[config.mk]
export PLATFORM = sky130hd
export DESIGN_NAME = yuv420_block_to_rgb_core
export DESIGN_NICKNAME = d
export VERILOG_FILES = /design/src/design/y2r_pkg.sv /design/src/design/y2r_front.sv /design/src/design/y2r_fifo.sv /design/src/design/y2r_back.sv /design/src/design/yuv420_block_to_rgb_core.sv
export SDC_FILE = /design/constraint.sdc
export NUM_CORES = 1
export LEC_CHECK = 0
export BUFFER_PORTS_ARGS = -buffer_cell sky130_fd_sc_hd__buf_2
export CORE_MARGIN = 1
export CORE_UTILIZATION = 50
export CTS_CLUSTER_DIAMETER = 200
export DETAILED_ROUTE_END_ITERATION = 8
export GPL_TIMING_DRIVEN = 1
export MAX_ROUTING_LAYER = met4
export PLACE_DENSITY = 0.74
export RECOVER_POWER = 50
export SYNTH_ARGS = -nofsm -noshare
export SYNTH_HDL_FRONTEND = slang
export SYNTH_HIERARCHICAL = 1
export SYNTH_SLANG_ARGS = --single-unit
[constraint.sdc]
create_clock -name clk -period 18.35 [get_ports clk]
set_clock_uncertainty 0.15 [all_clocks]
set_input_delay 1.835 -clock clk [delete_from_list [all_inputs] [get_ports clk]]
set_output_delay 1.835 -clock clk [all_outputs]
set_load 0.1 [all_outputs]
[src/design/y2r_pkg.sv]
// ----------------------------------------------------------------------------
// y2r_pkg
// Shared types, codes and coefficient table for the 4:2:0 block to RGB core.
// ----------------------------------------------------------------------------
package y2r_pkg;

  // configuration register indexes
  typedef enum logic [1:0] {
    CFG_COLOR_MODE  = 2'd0,
    CFG_FLIP_CHROMA = 2'd1
  } cfg_index_t;

  // coefficient sets
  typedef enum logic [1:0] {
    MODE_PC     = 2'd0,
    MODE_PAL    = 2'd1,
    MODE_V4L2   = 2'd2,
    MODE_NONE   = 2'd3
  } color_mode_t;

  // depth of the queue between front and back
  localparam int unsigned QUEUE_DEPTH = 2;

  // chroma term width: product bits [19:10] of a 9 x 13 bit product
  localparam int unsigned TERM_W = 10;

  // chroma offset
  localparam logic [7:0] CHROMA_BIAS = 8'd128;

  typedef struct packed {
    logic [11:0] rv;
    logic [11:0] gu;
    logic [11:0] gv;
    logic [11:0] bu;
  } coef_t;

  // one converted block waiting for the pixel sequencer
  typedef struct packed {
    logic [3:0][7:0]          luma;  // in output order
    logic signed [TERM_W-1:0] rv;
    logic signed [TERM_W-1:0] gu;
    logic signed [TERM_W-1:0] gv;
    logic signed [TERM_W-1:0] bu;
  } block_t;

  // queue status seen by the front
  typedef struct packed {
    logic full;
    logic empty;
  } queue_stat_t;

  function automatic coef_t coef_lookup(input color_mode_t mode);
    coef_t c;
    unique case (mode)
      MODE_PC:   c = '{rv: 12'd1632, gu: 12'd400, gv: 12'd528, bu: 12'd2064};
      MODE_PAL:  c = '{rv: 12'd1168, gu: 12'd408, gv: 12'd594, bu: 12'd2080};
      MODE_V4L2: c = '{rv: 12'd1440, gu: 12'd352, gv: 12'd736, bu: 12'd1816};
      MODE_NONE: c = '{rv: 12'd0,    gu: 12'd0,   gv: 12'd0,   bu: 12'd0};
      default:   c = '{rv: 12'd0,    gu: 12'd0,   gv: 12'd0,   bu: 12'd0};
    endcase
    return c;
  endfunction

  // clamp a signed channel sum to 0..255
  function automatic logic [7:0] sat8(input logic signed [11:0] x);
    logic [7:0] r;
    priority if (x[11])             r = 8'h00;
    else if (x > 12'sd255)          r = 8'hff;
    else                            r = x[7:0];
    return r;
  endfunction

endpackage

[src/design/y2r_front.sv]
// ----------------------------------------------------------------------------
// y2r_front
// Accepts a 2x2 block, forms the four chroma terms and holds the result
// in one stage register until the queue takes it.
// ----------------------------------------------------------------------------
module y2r_front (
  input  logic                        clk,
  input  logic                        rst_n,
  input  logic                        in_push,
  output logic                        in_full,
  input  logic [7:0]                  in_luma_top_left,
  input  logic [7:0]                  in_luma_top_right,
  input  logic [7:0]                  in_luma_bottom_left,
  input  logic [7:0]                  in_luma_bottom_right,
  input  logic [7:0]                  in_chroma_first,
  input  logic [7:0]                  in_chroma_second,
  input  y2r_pkg::color_mode_t        color_mode,
  input  logic                        flip_chroma,
  input  y2r_pkg::queue_stat_t        q_stat,
  output logic                        q_push,
  output y2r_pkg::block_t             q_data
);
  import y2r_pkg::*;

  logic            valid_r, valid_nxt;
  block_t          entry_r, entry_nxt;
  logic            accept;
  logic signed [8:0]  first_s, second_s, u_s, v_s;
  logic signed [12:0] c_rv, c_gu, c_gv, c_bu;
  logic signed [21:0] p_rv, p_gu, p_gv, p_bu;
  coef_t           coef;

  // stage frees up when empty or when its beat moves into the queue
  assign q_push  = valid_r && !q_stat.full;
  assign accept  = in_push && (!valid_r || !q_stat.full);
  assign in_full = valid_r && q_stat.full;
  assign q_data  = entry_r;

  // chroma minus bias, roles chosen by flip bit
  assign first_s  = $signed({1'b0, in_chroma_first})  - $signed({1'b0, CHROMA_BIAS});
  assign second_s = $signed({1'b0, in_chroma_second}) - $signed({1'b0, CHROMA_BIAS});
  assign u_s      = flip_chroma ? first_s  : second_s;
  assign v_s      = flip_chroma ? second_s : first_s;

  // coefficient products, arithmetic shift by 10 is a bit-select
  assign coef = coef_lookup(color_mode);
  assign c_rv = $signed({1'b0, coef.rv});
  assign c_gu = $signed({1'b0, coef.gu});
  assign c_gv = $signed({1'b0, coef.gv});
  assign c_bu = $signed({1'b0, coef.bu});
  assign p_rv = v_s * c_rv;
  assign p_gu = u_s * c_gu;
  assign p_gv = v_s * c_gv;
  assign p_bu = u_s * c_bu;

  // next entry and stage occupancy
  always_comb begin
    entry_nxt = entry_r;
    valid_nxt = valid_r;
    if (accept) begin
      entry_nxt.luma[0] = in_luma_top_left;
      entry_nxt.luma[1] = in_luma_bottom_left;
      entry_nxt.luma[2] = in_luma_top_right;
      entry_nxt.luma[3] = in_luma_bottom_right;
      entry_nxt.rv      = p_rv[19:10];
      entry_nxt.gu      = p_gu[19:10];
      entry_nxt.gv      = p_gv[19:10];
      entry_nxt.bu      = p_bu[19:10];
      valid_nxt         = 1'b1;
    end else if (q_push) begin
      valid_nxt = 1'b0;
    end
  end

  always_ff @(posedge clk) begin
    if (!rst_n) begin
      valid_r <= 1'b0;
    end else begin
      valid_r <= valid_nxt;
    end
  end

  always_ff @(posedge clk) begin
    entry_r <= entry_nxt;
  end

endmodule

[src/design/y2r_fifo.sv]
// ----------------------------------------------------------------------------
// y2r_fifo
// Short queue of converted blocks between the front and the pixel sequencer.
// ----------------------------------------------------------------------------
module y2r_fifo (
  input  logic                 clk,
  input  logic                 rst_n,
  input  logic                 push,
  input  y2r_pkg::block_t      push_data,
  input  logic                 pop,
  output y2r_pkg::block_t      head,
  output y2r_pkg::queue_stat_t stat
);
  import y2r_pkg::*;

  localparam int unsigned PTR_W = $clog2(QUEUE_DEPTH);
  localparam int unsigned CNT_W = $clog2(QUEUE_DEPTH + 1);

  block_t             slot_r [QUEUE_DEPTH];
  logic [PTR_W-1:0]   wr_ptr_r, wr_ptr_nxt;
  logic [PTR_W-1:0]   rd_ptr_r, rd_ptr_nxt;
  logic [CNT_W-1:0]   count_r, count_nxt;

  assign stat.full  = (count_r == CNT_W'(QUEUE_DEPTH));
  assign stat.empty = (count_r == '0);
  assign head       = slot_r[rd_ptr_r];

  // pointer and fill count update
  always_comb begin
    wr_ptr_nxt = wr_ptr_r;
    rd_ptr_nxt = rd_ptr_r;
    count_nxt  = count_r;
    if (push) begin
      wr_ptr_nxt = (wr_ptr_r == PTR_W'(QUEUE_DEPTH - 1)) ? '0 : wr_ptr_r + 1'b1;
    end
    if (pop) begin
      rd_ptr_nxt = (rd_ptr_r == PTR_W'(QUEUE_DEPTH - 1)) ? '0 : rd_ptr_r + 1'b1;
    end
    unique case ({push, pop})
      2'b10:   count_nxt = count_r + 1'b1;
      2'b01:   count_nxt = count_r - 1'b1;
      default: count_nxt = count_r;
    endcase
  end

  always_ff @(posedge clk) begin
    if (!rst_n) begin
      wr_ptr_r <= '0;
      rd_ptr_r <= '0;
      count_r  <= '0;
    end else begin
      wr_ptr_r <= wr_ptr_nxt;
      rd_ptr_r <= rd_ptr_nxt;
      count_r  <= count_nxt;
    end
  end

  // slot write
  always_ff @(posedge clk) begin
    if (push) begin
      slot_r[wr_ptr_r] <= push_data;
    end
  end

  // queue never overflows or underflows
  a_no_overflow: assert property (@(posedge clk) disable iff (!rst_n)
    stat.full |-> !push)
    else $error("push into full queue");

  a_no_underflow: assert property (@(posedge clk) disable iff (!rst_n)
    stat.empty |-> !pop)
    else $error("pop from empty queue");

endmodule

[src/design/y2r_back.sv]
// ----------------------------------------------------------------------------
// y2r_back
// Pixel sequencer: walks the four pixels of a block, one a cycle unless the
// output stalls, adds the chroma terms, saturates and registers each pixel.
// ----------------------------------------------------------------------------
module y2r_back (
  input  logic            clk,
  input  logic            rst_n,
  input  y2r_pkg::block_t q_head,
  input  logic            q_valid,
  output logic            q_pop,
  output logic            out_empty,
  input  logic            out_pop,
  output logic [7:0]      out_red,
  output logic [7:0]      out_green,
  output logic [7:0]      out_blue,
  output logic [1:0]      out_pixel_position,
  output logic            out_last_pixel
);
  import y2r_pkg::*;

  block_t       cur_r, cur_nxt;
  logic         cur_valid_r, cur_valid_nxt;
  logic [1:0]   cnt_r, cnt_nxt;
  logic         out_valid_r, out_valid_nxt;
  logic [7:0]   red_r, green_r, blue_r;
  logic [1:0]   pos_r;
  logic         last_r;
  logic         emit, take, block_done;
  logic [7:0]   y;
  logic signed [11:0] y_s, red_s, green_s, blue_s;
  logic [7:0]   red_c, green_c, blue_c;

  // a pixel moves out whenever the output register is free or drained
  assign emit       = cur_valid_r && (!out_valid_r || out_pop);
  assign block_done = emit && (cnt_r == 2'd3);
  assign take       = q_valid && (!cur_valid_r || block_done);
  assign q_pop      = take;

  // channel arithmetic for the current pixel
  assign y       = cur_r.luma[cnt_r];
  assign y_s     = $signed({4'b0000, y});
  assign red_s   = y_s + 12'(cur_r.rv);
  assign green_s = y_s - 12'(cur_r.gu) - 12'(cur_r.gv);
  assign blue_s  = y_s + 12'(cur_r.bu);
  assign red_c   = (y == 8'd0) ? 8'h00 : sat8(red_s);
  assign green_c = (y == 8'd0) ? 8'h00 : sat8(green_s);
  assign blue_c  = (y == 8'd0) ? 8'h00 : sat8(blue_s);

  // sequencer control
  always_comb begin
    cur_nxt       = cur_r;
    cur_valid_nxt = cur_valid_r;
    cnt_nxt       = cnt_r;
    out_valid_nxt = out_valid_r;
    if (emit) begin
      cnt_nxt = cnt_r + 2'd1;
    end
    if (take) begin
      cur_nxt       = q_head;
      cur_valid_nxt = 1'b1;
    end else if (block_done) begin
      cur_valid_nxt = 1'b0;
    end
    if (emit) begin
      out_valid_nxt = 1'b1;
    end else if (out_pop) begin
      out_valid_nxt = 1'b0;
    end
  end

  always_ff @(posedge clk) begin
    if (!rst_n) begin
      cur_valid_r <= 1'b0;
      cnt_r       <= 2'd0;
      out_valid_r <= 1'b0;
    end else begin
      cur_valid_r <= cur_valid_nxt;
      cnt_r       <= cnt_nxt;
      out_valid_r <= out_valid_nxt;
    end
  end

  // payload registers
  always_ff @(posedge clk) begin
    cur_r <= cur_nxt;
    if (emit) begin
      red_r   <= red_c;
      green_r <= green_c;
      blue_r  <= blue_c;
      pos_r   <= cnt_r;
      last_r  <= (cnt_r == 2'd3);
    end
  end

  assign out_empty          = !out_valid_r;
  assign out_red            = red_r;
  assign out_green          = green_r;
  assign out_blue           = blue_r;
  assign out_pixel_position = pos_r;
  assign out_last_pixel     = last_r;

  // mid-block count only while a block is held
  a_cnt_has_block: assert property (@(posedge clk) disable iff (!rst_n)
    (cnt_r != 2'd0) |-> cur_valid_r)
    else $error("pixel count set without a block");

  // fourth pixel wraps the count
  a_cnt_wrap: assert property (@(posedge clk) disable iff (!rst_n)
    block_done |=> (cnt_r == 2'd0))
    else $error("pixel count did not wrap after last pixel");

endmodule

[src/design/yuv420_block_to_rgb_core.sv]
// ----------------------------------------------------------------------------
// yuv420_block_to_rgb_core
// Converts 2x2 blocks of 4:2:0 video to four RGB888 pixels each.
//
//   channel  | direction | handshake          | beat
//   ---------+-----------+--------------------+---------------------------
//   in_      | in        | in_push / in_full  | four luma, two chroma
//   out_     | out       | out_pop / out_empty| one pixel, position, last
//   cfg_     | in        | cfg_we             | register index and data
//
// One pixel leaves per cycle while the output is not stalled; blocks enter
// back to back while the two-entry queue has room. A block passes the front
// stage register, a queue slot and the sequencer's block register before
// its first pixel reaches the output register. Reset is synchronous, active
// low; it clears control state and sets color_mode and flip_chroma to zero.
// A stalled output holds the sequencer, the queue then fills and in_full rises.
// ----------------------------------------------------------------------------
module yuv420_block_to_rgb_core (
  input  logic       clk,
  input  logic       rst_n,
  input  logic       in_push,
  output logic       in_full,
  input  logic [7:0] in_luma_top_left,
  input  logic [7:0] in_luma_top_right,
  input  logic [7:0] in_luma_bottom_left,
  input  logic [7:0] in_luma_bottom_right,
  input  logic [7:0] in_chroma_first,
  input  logic [7:0] in_chroma_second,
  output logic       out_empty,
  input  logic       out_pop,
  output logic [7:0] out_red,
  output logic [7:0] out_green,
  output logic [7:0] out_blue,
  output logic [1:0] out_pixel_position,
  output logic       out_last_pixel,
  input  logic       cfg_we,
  input  logic [1:0] cfg_index,
  input  logic [1:0] cfg_data
);
  import y2r_pkg::*;

  color_mode_t color_mode_r, color_mode_nxt;
  logic        flip_chroma_r, flip_chroma_nxt;
  queue_stat_t q_stat;
  logic        q_push, q_pop;
  block_t      q_in, q_head;

  // configuration registers
  always_comb begin
    color_mode_nxt  = color_mode_r;
    flip_chroma_nxt = flip_chroma_r;
    if (cfg_we) begin
      unique case (cfg_index)
        CFG_COLOR_MODE:  color_mode_nxt  = color_mode_t'(cfg_data);
        CFG_FLIP_CHROMA: flip_chroma_nxt = cfg_data[0];
        default:         ;
      endcase
    end
  end

  always_ff @(posedge clk) begin
    if (!rst_n) begin
      color_mode_r  <= MODE_PC;
      flip_chroma_r <= 1'b0;
    end else begin
      color_mode_r  <= color_mode_nxt;
      flip_chroma_r <= flip_chroma_nxt;
    end
  end

  // front: accept and form chroma terms
  y2r_front u_front (
    .clk                  (clk),
    .rst_n                (rst_n),
    .in_push              (in_push),
    .in_full              (in_full),
    .in_luma_top_left     (in_luma_top_left),
    .in_luma_top_right    (in_luma_top_right),
    .in_luma_bottom_left  (in_luma_bottom_left),
    .in_luma_bottom_right (in_luma_bottom_right),
    .in_chroma_first      (in_chroma_first),
    .in_chroma_second     (in_chroma_second),
    .color_mode           (color_mode_r),
    .flip_chroma          (flip_chroma_r),
    .q_stat               (q_stat),
    .q_push               (q_push),
    .q_data               (q_in)
  );

  // queue between front and back
  y2r_fifo u_fifo (
    .clk       (clk),
    .rst_n     (rst_n),
    .push      (q_push),
    .push_data (q_in),
    .pop       (q_pop),
    .head      (q_head),
    .stat      (q_stat)
  );

  // back: pixel sequencer and output register
  y2r_back u_back (
    .clk                (clk),
    .rst_n              (rst_n),
    .q_head             (q_head),
    .q_valid            (!q_stat.empty),
    .q_pop              (q_pop),
    .out_empty          (out_empty),
    .out_pop            (out_pop),
    .out_red            (out_red),
    .out_green          (out_green),
    .out_blue           (out_blue),
    .out_pixel_position (out_pixel_position),
    .out_last_pixel     (out_last_pixel)
  );

endmodule

# After elaboration in Yosys (flattened, before gate mapping)

Memory sizes are Yosys's and may differ from the RTL's. A register that Yosys moved wholly into a read port is not among the register bits.
Index checks and enable logic that the tools add are counted.

Bits in latches: 0
Flip-flop bits (word level): 111
Memories kept: 1
Bits in writable memories: 144
Word-level logic and storage cells: 96
ROM bits: 0
Output and inout bits: 29
Input bits: 57

Memory list:

| memory        | depth | width | rd ports | clocked after Yosys merged registers in | write ports | line           | RTL |
|---|---|---|---|---|---|---|---|
| u_fifo.slot_r | 2     | 72    | 1        | 1                                       | 1           | y2r_fifo.sv:19 | `block_t slot_r [QUEUE_DEPTH];` |

Equality and inequality tests: 8
Reductions and logical operators: 27
Divide/modulo/power cells: 0
$add $sub $neg: 11
$mul: 4
Bitwise gates (word level): 0
Shift-type cells: 0
Order comparisons: 4
Muxes and demuxes: 19

Operators with widths:

| cell                                                                         | count |
|---|---|
| 48-bit case mux with 4 select lines                                          | 1 |
| 9-bit by 13-bit multiplier with 20-bit output                                | 4 |
| 12-bit by 9-bit > comparator with 1-bit output, second input constant        | 3 |
| 8-bit 2-to-1 mux                                                             | 4 |
| 9-bit by 10-bit adder with 11-bit output                                     | 2 |
| 9-bit 2-to-1 mux                                                             | 2 |
| 8-bit by 8-bit subtractor with 9-bit output, second input constant           | 2 |
| 8-bit binary-select mux with 2-bit select                                    | 1 |
| 11-bit by 10-bit subtractor with 12-bit output                               | 1 |
| 9-bit by 10-bit subtractor with 11-bit output                                | 1 |
| 2-bit == test, second input constant                                         | 5 |
| 1-bit 2-to-1 mux                                                             | 10 |
| 8-bit zero test                                                              | 1 |
| 2-bit nonzero test                                                           | 4 |
| 2-bit by 1-bit == test with 1-bit output, second input constant              | 3 |
| 1-bit logical AND                                                            | 6 |
| 2-bit zero test                                                              | 3 |
| 2-bit OR reduction                                                           | 3 |
| 1-bit zero test                                                              | 5 |
| 2-bit by 1-bit adder with 2-bit output, second input constant                | 2 |
| 2-bit case mux with 2 select lines                                           | 1 |
| 2-bit AND reduction                                                          | 2 |
| 1-bit logical OR                                                             | 3 |
| 2-bit by 3-bit less-than comparator with 1-bit output, second input constant | 1 |
| other kinds (2)                                                              | 3 |

# Logic depth before layout (Yosys ltp)

Gate-level depths: netlist of the first run.

Word-level depth: 8
Mapped depth: 22
Mapped depth without buffers: 21

# Cells and area by module

The synthesis of the first run kept the hierarchy.

Modules (own cells, without submodules):

| module                   | area an instance (um^2) | sequential area each (um^2) | instances | cells each |
|---|---|---|---|---|
| y2r_front                | 10,098.4                | 2,182.1                     | 1         | 937 |
| y2r_fifo                 | 5,391.4                 | 4,424.2                     | 1         | 246 |
| y2r_back                 | 5,106.1                 | 3,052.9                     | 1         | 345 |
| yuv420_block_to_rgb_core | 138.9                   | 60.1                        | 1         | 14 |

# Least setup slack after synthesis of the first run

Ideal clock, no wire load.

Path kind: in2reg
Start: input out_pop
End: register u_fifo.count_r[1]
Stages: 6
Path buffers: 0
Path slack: 11.608 ns
Required time: 18.130 ns
Setup time: 0.070 ns
Arrival time: 6.522 ns
Cells stage by stage: nand2b_1 -> a21oi_1 -> nor2b_1 -> ha_1 -> or3_1 -> a21boi_1

Word-level cells in the longest chain between the ends: 7
Elaborated cells on any way between the ends: 9
Those cells by class: eq/ne (2); mux (1); reduce/logical (6)

RTL lines:

| what                                                                      | line                           | RTL |
|---|---|---|
| from (decl)                                                               | yuv420_block_to_rgb_core.sv:30 | `input logic out_pop,` |
| 1-bit logical OR *                                                        | y2r_back.sv:35                 | `assign emit = cur_valid_r && (!out_valid_r \|\| out_pop);` |
| 1-bit logical AND *                                                       | y2r_back.sv:35                 |  |
| 1-bit logical AND *                                                       | y2r_back.sv:36                 | `assign block_done = emit && (cnt_r == 2'd3);` |
| 1-bit logical OR *                                                        | y2r_back.sv:37                 | `assign take = q_valid && (!cur_valid_r \|\| block_done);` |
| 1-bit logical AND *                                                       | y2r_back.sv:37                 |  |
| named net q_pop                                                           | yuv420_block_to_rgb_core.sv:45 | `logic q_push, q_pop;` |
| 2-bit by 1-bit == test with 1-bit output or 2-bit == test (tied branches) | y2r_fifo.sv:39                 | `unique case ({push, pop})` |
| 2-bit case mux with 2 select lines or 2-bit nonzero test (tied branches)  | n/a                            |  |
| to (signal assigned)                                                      | y2r_fifo.sv:54                 | `count_r <= count_nxt;` |
| to (decl)                                                                 | y2r_fifo.sv:22                 | `logic [CNT_W-1:0] count_r, count_nxt;` |

The timed path passes the listed nets; every way through them passes the cells marked *.
A chain may end at the register's enable or synchronous reset.

# Final worst setup path of the first run

Start: input in_chroma_second[7]
End: register u_front.entry_r, in the netlist u_front/q_data[8] (data pin)

Word-level cells in the longest chain between the ends: 3

RTL lines:

| what                                          | line                           | RTL |
|---|---|---|
| from (decl)                                   | yuv420_block_to_rgb_core.sv:28 | `input logic [7:0] in_chroma_second,` |
| 8-bit by 8-bit subtractor with 9-bit output   | y2r_front.sv:41                | `assign second_s = $signed({1'b0, in_chroma_second}) - $signed({1'b0, CHROMA_BIAS});` |
| 9-bit 2-to-1 mux                              | y2r_front.sv:42                | `assign u_s = flip_chroma ? first_s : second_s;` |
| 9-bit by 13-bit multiplier with 20-bit output | y2r_front.sv:54                | `assign p_bu = u_s * c_bu;` |
| named net u_front.p_bu[18]                    | y2r_front.sv:30                | `logic signed [21:0] p_rv, p_gu, p_gv, p_bu;` |
| to (signal assigned)                          | y2r_front.sv:84                | `entry_r <= entry_nxt;` |
| to (decl)                                     | y2r_front.sv:26                | `block_t entry_r, entry_nxt;` |

The timed path passes the listed nets, and every way through them passes these cells.

==> impl_metrics.env, run 1 <==
export IMPL_floorplan_die_height_um=206
export IMPL_route_final_wire_length_mm=37.7
export IMPL_synth_net_count=1964
export IMPL_worst_slew_margin_relative_to_its_limit_pct=-177
export IMPL_avgViaCountPerCell=5.27
export IMPL_seq_power_share_pct=31.4
export IMPL_synth_xor_area_share_pct=2.88
export IMPL_worstHoldPathType="flop to flop"
export IMPL_synth_cells_most_frequent="315 x edfxtp_1, 240 x inv_1, 235 x ha_1, 130 x fa_1, 81 x mux2_2"
export IMPL_initialDrtViolationCount=663
export IMPL_grt_setup_unrepaired="no"
export IMPL_swShare_pct=40.9
export IMPL_fp_coreArea_sq_um=40800
export IMPL_grt_max_degree=75
export IMPL_die_area_sq_um=42300
export IMPL_fp_dieW_um=206
export IMPL_synthAdderAreaFrac_pct=26.7
export IMPL_antenna_found_initial=0
export IMPL_postRouteAntennaNets=0
export IMPL_cts_post_setup_buffers_inserted=0
export IMPL_via_count_of_the_first_global_routing_pass=11800
export IMPL_cts_tree="done"
export IMPL_power_static_leakage_nw=9.88
export IMPL_report_final_hold_viol_count=0
export IMPL_dr_pass1_iters=5
export IMPL_ys_ff_latch=328
export IMPL_synth_top_cell_by_area="edfxtp_1"
export IMPL_initial_utilization_pct=50.8
export IMPL_total_switching_power_mw=1.60
export IMPL_async_flop_share_pct=0
export IMPL_place_port_buffers=85
export IMPL_timing_fmax_mhz=146
export IMPL_grt_total_usage_pct=18.9
export IMPL_grt_pass1_wl_mm=60.4
export IMPL_synth_compound_area_share_pct=6.06
export IMPL_netlist_area_leader_share_pct=45.6
export IMPL_routabilityCongestion=0.940
export IMPL_synth_area_top_cells="edfxtp_1 46%, ha_1 14%, fa_1 13%"
export IMPL_internal_power_mw=2.32
export IMPL_ioPinCount=86
export IMPL_design_final_nets=2070
export IMPL_tightest_slew_ns=4.15
export IMPL_synth_avg_cell_area_sq_um=13.4
export IMPL_worstSetupEndpointType="flop"
export IMPL_worstPathMaxFanout=16
export IMPL_synth_warnings=6
export IMPL_clkSinkCount=328
export IMPL_yosys_most_used_dff="edfxtp_1"
export IMPL_violations="max-capacitance violations, max-slew violations"
export IMPL_status="finished, violations left"
export IMPL_worst_setup_hold_path_clk_slew_ns=0.06
export IMPL_hold_path_startpoint="u_front/q_data[27]"
export IMPL_detailedPlacementHpwl_mm=29.1
export IMPL_synth_top_family_by_area="adder cells"
export IMPL_min_path_cells=0
export IMPL_synth_cells=1542
export IMPL_drc=0
export IMPL_end_of_the_worst_register_to_register_path="u_front/q_data[8]"
export IMPL_max_stage_delay_ns=0.51
export IMPL_power_combinational_fraction_pct=51.0
export IMPL_route_detailed_wl_per_inst_um=17.1
export IMPL_timing_reg2reg_setup_slack_ns=11.72
export IMPL_simple_gate_fraction_of_synth_area_pct=6.30
export IMPL_setup_worst_path_start_class="primary input"
export IMPL_clkPwrFrac_pct=17.6
export IMPL_clock_root_buffer="clkbuf_16"
export IMPL_syn_to_final_growth_pct=10.5
export IMPL_timing_reg2reg_worst_path_depth=17
export IMPL_clock_latency_ns=0.54
export IMPL_worst_ep_required_time_ns=18.48
export IMPL_setup_worst_path_class="primary input to flop"
export IMPL_critical_path_cell_chain="buf_2 > mux2i_4 > inv_1 > nor2_1 > inv_1 > nor2_1 > ha_1 > fa_1 > fa_1 > fa_1 > ha_1 > ha_1 > and3_1 > o31a_1 > o21ai_0 > o311a_4 > o21bai_4 > xor2_2"
export IMPL_whs_endpoint="u_fifo/slot_r[1][27]"
export IMPL_num_rows=74
export IMPL_finalCritPeriodShare_pct=37.2
export IMPL_synthDistinctLibCells=80
export IMPL_maxCapViolCount=4
export IMPL_ctsResizeCount=0
export IMPL_timing_hold_ws_ns=0.290
export IMPL_timing_final_max_slew_violations=160
export IMPL_cts_htree_levels=2
export IMPL_synth_area_mux_share_pct=6.22
export IMPL_cp_arrival_ns=6.96
export IMPL_finalWorstPathRequiredPeriod_ns=6.83
export IMPL_syn_cell_area_sq_um=20700
export IMPL_post_synth_top_count_cell="edfxtp_1"
export IMPL_post_route_cells_drive_above_1_share_pct=15.1
export IMPL_power_density_nw_per_um2=171
export IMPL_clock_path_buffers=3
export IMPL_critical_path_slowest_cell="fa_1"
export IMPL_utilization_pct=56.1
export IMPL_worst_ir_drop_vdd_v=0.0000931
export IMPL_yosysSeqAreaShare_pct=46.9
export IMPL_tns_setup_ns=0
export IMPL_hold_fix_buffers_cts=0
export IMPL_grt_overflow_total=0
export IMPL_dr_vias=11600
export IMPL_cts_buffers_inserted=35
export IMPL_number_of_synthesized_flops_with_an_enable_pin=315
export IMPL_setup_viol=0
export IMPL_worstReg2RegStart="flip_chroma_r"
[through the flow]
step           power [mW]  cell area [sq um]  cells  setup WS (ns)
2_1_floorplan        2.81              20700   1542          11.61
3_3_place_gp         3.18              21800   2143          11.13
3_5_place_dp         3.24              21800   2143          11.02
4_1_cts              3.95              22900   2206          11.55
5_1_grt              4.20              22900   2206          11.28
6_report             3.92              22900   2207          11.52
[per-layer routing]
| metal | GRT usage [%] | vias to the layer above | part of all wire [%] |
|---|---|---|---|
| li1 | - | 5635 | - |
| met1 | 25.1 | 5690 | 46 |
| met2 | 30.6 | 257 | 49 |
| met3 | 2.34 | 59 | 3.7 |
| met4 | 5.05 | 0 | 1.8 |
| met5 | - | - | 0 |
[layout make-up]
cell class,instances,area [sq um]
sequential,328,9720
fill,3222,17900
inverter,242,908
tap,532,666
timing repair buffer,92,467
clock inverter,17,226
multi-input combinational,949,10000
antenna,1,2.50
clock buffer,46,927
[worst max-delay path: cells and delay by family]
family          cells  cell delay (ns)
buf+inv             3             0.58
xor+xnor            1             0.14
mux                 1             0.50
compound gates      4             0.81
fa+ha+maj           6             2.40
simple gates        3             0.69
[cell usage in the layout, fill, tap and decap left out, drive strengths merged, types with 29 or more instances in the layout]
cell / synthesis / layout
buf: 11 / 85
mux2: 81 / 81
nor2: 62 / 62
and2: 29 / 29
a21oi: 34 / 34
clkbuf: 12 / 53
ha: 235 / 235
edfxtp: 315 / 315
nand2: 53 / 53
fa: 130 / 130
xnor2: 41 / 41
inv: 242 / 245
[flip-flops by register name, indices dropped and copies added (netlist names), 2 cells and up, named ones only]
name	count
color_mode_r	2
u_back/cnt_r	2
u_back/cur_r	72
u_back/out_blue	8
u_back/out_green	8
u_back/out_pixel_position	2
u_back/out_red	8
u_fifo/count_r	2
u_fifo/slot_r	144
u_front/q_data	72
[power by group through the flow]
| stage | logic [mW] | registers, mW | clock network, mW |
|---|---|---|---|
| after floorplan | 1.37 | 1.45 | 0 |
| after global placement | 1.94 | 1.24 | 0 |
| after detailed placement | 1.99 | 1.25 | 0 |
| after CTS | 2.01 | 1.23 | 0.706 |
| after global routing | 2.22 | 1.25 | 0.734 |
| final | 2.00 | 1.23 | 0.691 |
[cells by family after synthesis]
logic type,count (synthesis)
xor+xnor,65
mux,104
compound gates,171
buf+inv,265
flops,328
simple gates,244
fa+ha+maj,365
[worst max-delay path by stage]
| stage | startpoint | end | slack (ns) |
|---|---|---|---|
| floorplan | out_pop | u_fifo/count_r[1] | 11.61 |
| global placement | in_chroma_second[7] | u_front/q_data[8] | 11.13 |
| detailed placement | in_chroma_second[7] | u_front/q_data[8] | 11.02 |
| CTS | in_chroma_second[7] | u_front/q_data[8] | 11.55 |
| global route | in_chroma_second[7] | u_front/q_data[8] | 11.28 |
| finish | in_chroma_second[7] | u_front/q_data[8] | 11.52 |
Note: power is estimated with default switching activity, not from simulation.
==> inputs of run 2 (changes only) <==
--- a/config.mk
+++ b/config.mk
@@ -12,7 +12,7 @@
 export DETAILED_ROUTE_END_ITERATION = 8
 export GPL_TIMING_DRIVEN = 1
 export MAX_ROUTING_LAYER = met4
-export PLACE_DENSITY = 0.74
+export PLACE_DENSITY = 0.76
 export RECOVER_POWER = 50
 export SYNTH_ARGS = -nofsm -noshare
 export SYNTH_HDL_FRONTEND = slang
==> constraint.sdc (replaced) <==
create_clock -name clk -period 5.77 [get_ports clk]
set_clock_uncertainty 0.15 [all_clocks]
set_input_delay 0.577 -clock clk [delete_from_list [all_inputs] [get_ports clk]]
set_output_delay 0.577 -clock clk [all_outputs]
set_load 0.1 [all_outputs]
==> impl_metrics.env, run 2 (synthesis gave the netlist of run 1 again) <==
export IMPL_status="finished, violations left"
export IMPL_violations="max-capacitance violations, max-slew violations"
export IMPL_worst_setup_hold_path_clk_slew_ns=0.07
export IMPL_routabilityCongestion=0.945
export IMPL_floorplan_die_height_um=206
export IMPL_via_count_of_the_first_global_routing_pass=12100
export IMPL_die_area_sq_um=42300
export IMPL_seq_power_share_pct=31.7
export IMPL_hold_fix_buffers_cts=0
export IMPL_fp_dieW_um=206
export IMPL_end_of_the_worst_register_to_register_path="u_front/q_data[8]"
export IMPL_min_path_cells=1
export IMPL_placedCellCount=2164
export IMPL_grt_use_met1_pct=25.3
export IMPL_clock_root_buffer="clkbuf_16"
export IMPL_final_critical_path_setup_slack_ns=0.213
export IMPL_worst_ep_required_time_ns=5.88
export IMPL_fp_coreArea_sq_um=40800
export IMPL_design_final_nets=2091
export IMPL_final_design_area_no_fill_sq_um=23100
export IMPL_place_port_buffers=85
export IMPL_setup_worst_path_class="flop to flop"
export IMPL_dr_pass1_iters=5
export IMPL_worstReg2RegStart="flip_chroma_r"
export IMPL_num_rows=74
export IMPL_ioPinCount=86
export IMPL_clock_path_buffers=3
export IMPL_maxCapViolCount=2
export IMPL_placement_stage_cell_area_sq_um=22000
export IMPL_postRouteAntennaNets=0
export IMPL_setup_worst_path_start_class="flop"
export IMPL_dr_vias=11800
export IMPL_cts_htree_levels=2
export IMPL_worst_ir_drop_vdd_v=0.000358
export IMPL_grt_total_usage_pct=19.9
export IMPL_antenna_found_initial=1
export IMPL_cts_tree="done"
export IMPL_avgViaCountPerCell=5.29
export IMPL_finish_cell_count_without_fillers=2227
export IMPL_final_common_cell="edfxtp_1"
export IMPL_finalCritPeriodShare_pct=96.3
export IMPL_drc=0
export IMPL_power_static_leakage_nw=9.90
export IMPL_clock_latency_ns=0.53
export IMPL_grt_overflow_total=0
export IMPL_worst_slew_margin_relative_to_its_limit_pct=-183
export IMPL_total_switching_power_mw=5.11
export IMPL_route_final_wire_length_mm=39.4
export IMPL_gr_usage_met3_pct=2.90
export IMPL_leading_cell_types_in_the_layout_fill_and_taps_excluded="315 x edfxtp_1, 240 x inv_1, 232 x ha_1, 130 x fa_1, 71 x mux2_2"
export IMPL_syn_to_final_growth_pct=11.3
export IMPL_largest_register="u_fifo/slot_r"
export IMPL_gr_usage_met2_pct=33.0
export IMPL_power_combinational_fraction_pct=51.2
export IMPL_finalWorstPathRequiredPeriod_ns=5.56
export IMPL_clkSinkCount=328
export IMPL_critical_path_endpoint="u_front/q_data[8]"
export IMPL_worstPathMaxFanout=21
export IMPL_grt_max_degree=73
export IMPL_cts_buffers_inserted=35
export IMPL_worstHoldPathType="primary input to flop"
export IMPL_initialDrtViolationCount=542
export IMPL_grt_pass1_wl_mm=63.4
export IMPL_timing_fmax_mhz=180
export IMPL_largest_register_ff_count=144
export IMPL_post_route_cells_drive_above_1_share_pct=15.2
export IMPL_cts_post_setup_buffers_inserted=0
export IMPL_route_detailed_wl_per_inst_um=17.7
export IMPL_cp_arrival_ns=5.67
export IMPL_timing_final_max_slew_violations=107
export IMPL_power_total_mw=12.4
export IMPL_initial_utilization_pct=50.8
export IMPL_power_density_nw_per_um2=538
export IMPL_report_final_hold_viol_count=0
export IMPL_worstSetupEndpointType="flop"
export IMPL_detailedPlacementHpwl_mm=30.6
export IMPL_timing_reg2reg_worst_path_depth=18
export IMPL_busiest_layer="met2"
export IMPL_timing_reg2reg_setup_slack_ns=0.21
export IMPL_internal_power_mw=7.30
export IMPL_swShare_pct=41.2
export IMPL_setup_viol=0
export IMPL_clkPwrFrac_pct=17.1
export IMPL_critPathLaunch="flip_chroma_r"
export IMPL_tightest_slew_ns=4.24
export IMPL_dpl_worst_slack_ns=-0.153
run 2: cell count changes in the layout (fill, tap and decap cells not counted), sizes merged:
cell	previous run	this run
clkinvlp	2	0
buf	85	80
clkinv	9	14
clkbuf	53	76
bufinv	3	2
run 2: cell type report:
cell class                 count  area (sq um)
multi-input combinational    949         10100
antenna                        1          2.50
clock inverter                19           185
timing repair buffer         113           604
fill                        3204         17800
inverter                     242           908
clock buffer                  43           906
tap                          532           666
sequential                   328          9720
run 2: timing repair:
item	CTS	global route
hold endpoints to repair	0	0
setup endpoints to repair	4	21
pin swaps	0	1
resized for setup	1	16
run 2: how the worst min path moves through the flow:
stage / from / endpoint / slack [ns]
floorplan: u_front/q_data[0] / u_fifo/slot_r[0][0] / 0.27
global placement: u_front/q_data[50] / u_fifo/slot_r[0][50] / 0.27
detailed placement: u_front/q_data[35] / u_fifo/slot_r[0][35] / 0.28
CTS: in_luma_bottom_left[1] / u_front/q_data[49] / 0.04
global route: in_luma_top_left[3] / u_front/q_data[43] / 0.04
finish: in_luma_bottom_left[1] / u_front/q_data[49] / 0.07
run 2: metal layers:
metal	wire, um	share of wire (%)	vias up
met5	0	0	-
met4	1030	2.6	0
met3	1680	4.3	78
met2	19400	49	239
met1	17400	44	5778
li1	-	-	5680
run 2: worst max-delay path, stage by stage (launching register included):
cell and delay [ns]:
dfxtp_1 0.35, buf_12 0.19, mux2i_2 0.28, nand2b_1 0.18
inv_1 0.14, fa_1 0.48, fa_1 0.51, inv_1 0.06
fa_1 0.53, inv_1 0.06, fa_1 0.47, ha_1 0.32
ha_1 0.37, and3_1 0.21, o31a_1 0.29, o21ai_0 0.20
o311a_4 0.28, o21bai_4 0.07, xor2_2 0.14
run 2: metrics by stage:
step,TNS [ns],hold WS [ns],util (%)
2_1_floorplan,0,0.271,-
6_report,0,0.0672,56.5
4_1_cts,0,0.0434,56.5
3_5_place_dp,-0.344,0.280,53.8
5_1_grt,-0.0150,0.0401,56.5
3_3_place_gp,-0.0761,0.273,53.8
run 2: power by group through the flow:
stage / Sequential, mW / Clock (mW) / Combinational (mW)
6_report: 3.93 / 2.12 / 6.35
5_1_grt: 4.00 / 2.26 / 7.07
4_1_cts: 3.94 / 2.17 / 6.40
3_5_place_dp: 3.99 / 0 / 6.34
3_3_place_gp: 3.95 / 0 / 6.16
2_1_floorplan: 4.60 / 0 / 4.35
==> inputs of run 3 (changes only) <==
--- a/config.mk
+++ b/config.mk
@@ -12,8 +12,9 @@
 export DETAILED_ROUTE_END_ITERATION = 8
 export GPL_TIMING_DRIVEN = 1
 export MAX_ROUTING_LAYER = met4
-export PLACE_DENSITY = 0.76
-export RECOVER_POWER = 50
+export PLACE_DENSITY = 0.74
+export RECOVER_POWER = 25
+export REMOVE_ABC_BUFFERS = 1
 export SYNTH_ARGS = -nofsm -noshare
 export SYNTH_HDL_FRONTEND = slang
 export SYNTH_HIERARCHICAL = 1
==> constraint.sdc (replaced) <==
create_clock -name clk -period 6.2 [get_ports clk]
set_clock_uncertainty 0.15 [all_clocks]
set_input_delay 0.62 -clock clk [delete_from_list [all_inputs] [get_ports clk]]
set_output_delay 0.62 -clock clk [all_outputs]
set_load 0.1 [all_outputs]
==> impl_metrics.env, run 3 (synthesis gave the netlist of run 1 again) <==
export IMPL_status="completed"
export IMPL_place_port_buffers=85
export IMPL_power_static_leakage_nw=9.94
export IMPL_route_final_wire_length_mm=39.1
export IMPL_cts_buffers_inserted=35
export IMPL_finalCritPeriodShare_pct=93.5
export IMPL_placedCellCount=2158
export IMPL_power_total_mw=11.5
export IMPL_clock_root_buffer="clkbuf_16"
export IMPL_antenna_found_initial=1
export IMPL_ctsResizeCount=0
export IMPL_syn_to_final_growth_pct=10.7
export IMPL_cp_num_buf_inv=4
export IMPL_finalWorstPathRequiredPeriod_ns=5.80
export IMPL_critical_path_top_delay_family="adder cells"
export IMPL_grt_setup_unrepaired="no"
export IMPL_grt_max_degree=73
export IMPL_via_count_of_the_first_global_routing_pass=12400
export IMPL_routabilityCongestion=0.951
export IMPL_fp_coreArea_sq_um=40800
export IMPL_cts_post_setup_buffers_inserted=0
export IMPL_worstSetupEndpointType="flop"
export IMPL_postRouteAntennaNets=0
export IMPL_n_antenna_cell=0
export IMPL_critical_path_cell_chain="inv_1 > ha_1 > nor2_1 > or2_2 > fa_1 > inv_1 > ha_1 > ha_1 > fa_1 > inv_1 > fa_1 > inv_1 > ha_1 > nand3b_1 > nor4_4 > a2111oi_4 > nor2_1 > a41oi_1 > xnor2_1"
export IMPL_tightest_slew_ns=1.22
export IMPL_final_design_area_no_fill_sq_um=22900
export IMPL_grt_overflow_total=0
export IMPL_fill_cells=3263
export IMPL_power_density_nw_per_um2=500
export IMPL_timing_reg2reg_setup_slack_ns=0.40
export IMPL_largest_register_ff_count=144
export IMPL_dr_pass1_iters=5
export IMPL_design_final_nets=2085
export IMPL_setup_worst_path_start_class="flop"
export IMPL_dr_vias=11800
export IMPL_initialDrtViolationCount=728
export IMPL_worstHoldPathType="primary input to flop"
export IMPL_finish_cell_count_without_fillers=2219
export IMPL_worst_ep_required_time_ns=6.30
export IMPL_clock_latency_ns=0.52
export IMPL_timing_final_max_slew_violations=0
export IMPL_post_route_cells_drive_above_1_share_pct=16.6
export IMPL_initial_utilization_pct=50.8
export IMPL_max_stage_delay_ns=0.61
export IMPL_cts_htree_levels=2
export IMPL_num_rows=74
export IMPL_ioPinCount=86
export IMPL_worstPathMaxFanout=16
export IMPL_clkSinkCount=328
export IMPL_worst_setup_hold_path_clk_slew_ns=0.07
export IMPL_fp_dieW_um=206
export IMPL_hold_fix_buffers_cts=0
export IMPL_detailedPlacementHpwl_mm=30.0
export IMPL_grt_total_usage_pct=19.6
export IMPL_utilization_pct=56.2
export IMPL_critical_path_slowest_cell="fa_1"
export IMPL_report_final_hold_viol_count=0
export IMPL_grt_pass1_wl_mm=62.5
export IMPL_route_detailed_wl_per_inst_um=17.6
export IMPL_leading_cell_types_in_the_layout_fill_and_taps_excluded="315 x edfxtp_1, 240 x inv_1, 235 x ha_1, 130 x fa_1, 83 x buf_2"
export IMPL_worst_slew_margin_relative_to_its_limit_pct=18.6
export IMPL_worst_ir_drop_vdd_v=0.000291
export IMPL_largest_register="u_fifo/slot_r"
export IMPL_cp_arrival_ns=5.90
export IMPL_setup_worst_path_class="flop to flop"
export IMPL_maxCapViolCount=0
export IMPL_drc=0
export IMPL_clock_path_buffers=3
export IMPL_timing_fmax_mhz=172
export IMPL_avgViaCountPerCell=5.30
export IMPL_final_common_cell="edfxtp_1"
export IMPL_setup_viol=0
export IMPL_die_area_sq_um=42300
export IMPL_cts_tree="done"
export IMPL_placement_stage_cell_area_sq_um=21900
export IMPL_floorplan_die_height_um=206
-- run 3: changes by cell type in the layout (fill, tap and decap cells not counted), moves of 4 or more --
cell	before	now
clkbuf_1	41	13
mux2_2	71	81
buf_4	26	22
mux2_1	10	0
buf_2	53	83
clkinv_1	9	4
-- run 3: layout make-up --
cell class	instances	area, sq um	share of cell area (%)
flip-flops and latches	328	9720	42.4
multi-input cells	949	10000	43.7
clock inverters	12	78.8	0.343
inverters	242	908	3.96
repair buffers	107	588	2.56
well taps	532	666	2.90
clock buffers	49	970	4.23
-- run 3: worst paths after layout --
| check | start | to | cells past startpoint |
|---|---|---|---|
| min reg2reg | u_front/q_data[71] | u_fifo/slot_r[0][71] | 0 |
| max reg2reg | color_mode_r[0] | u_front/q_data[5] | 19 |
| min | in_luma_top_left[5] | u_front/q_data[45] | 1 |
| max | color_mode_r[0] | u_front/q_data[5] | 19 |
-- run 3: stage by stage --
stage	hold WS [ns]	worst slack (ns)	setup TNS (ns)
6_report	0.128	0.402	0
5_1_grt	0.113	0.118	0
4_1_cts	0.106	0.395	0
3_5_place_dp	0.280	0.405	0
3_3_place_gp	0.272	0.486	0
2_1_floorplan	0.271	-0.128	-0.128
-- run 3: layer usage --
metal	vias up	GRT usage [%]	routed length, um
li1	5644	-	-
met1	5793	25.0	17900
met2	260	32.2	18500
met3	66	2.55	1710
met4	0	6.56	1110
met5	-	-	0
-- run 3: where the power goes --
part / internal (mW) / switching [mW]
clock: 1.10 / 0.804
combinational: 2.23 / 3.71
sequential: 3.42 / 0.215
-- run 3: worst register-to-register path, cell delays in order, from the launching register on --
cell and delay [ns]:
dfxtp_1 0.34, inv_1 0.09, ha_1 0.59, nor2_1 0.22
or2_2 0.35, fa_1 0.61, inv_1 0.06, ha_1 0.32
ha_1 0.32, fa_1 0.55, inv_1 0.06, fa_1 0.40
inv_1 0.06, ha_1 0.22, nand3b_1 0.13, nor4_4 0.06
a2111oi_4 0.47, nor2_1 0.16, a41oi_1 0.29, xnor2_1 0.09
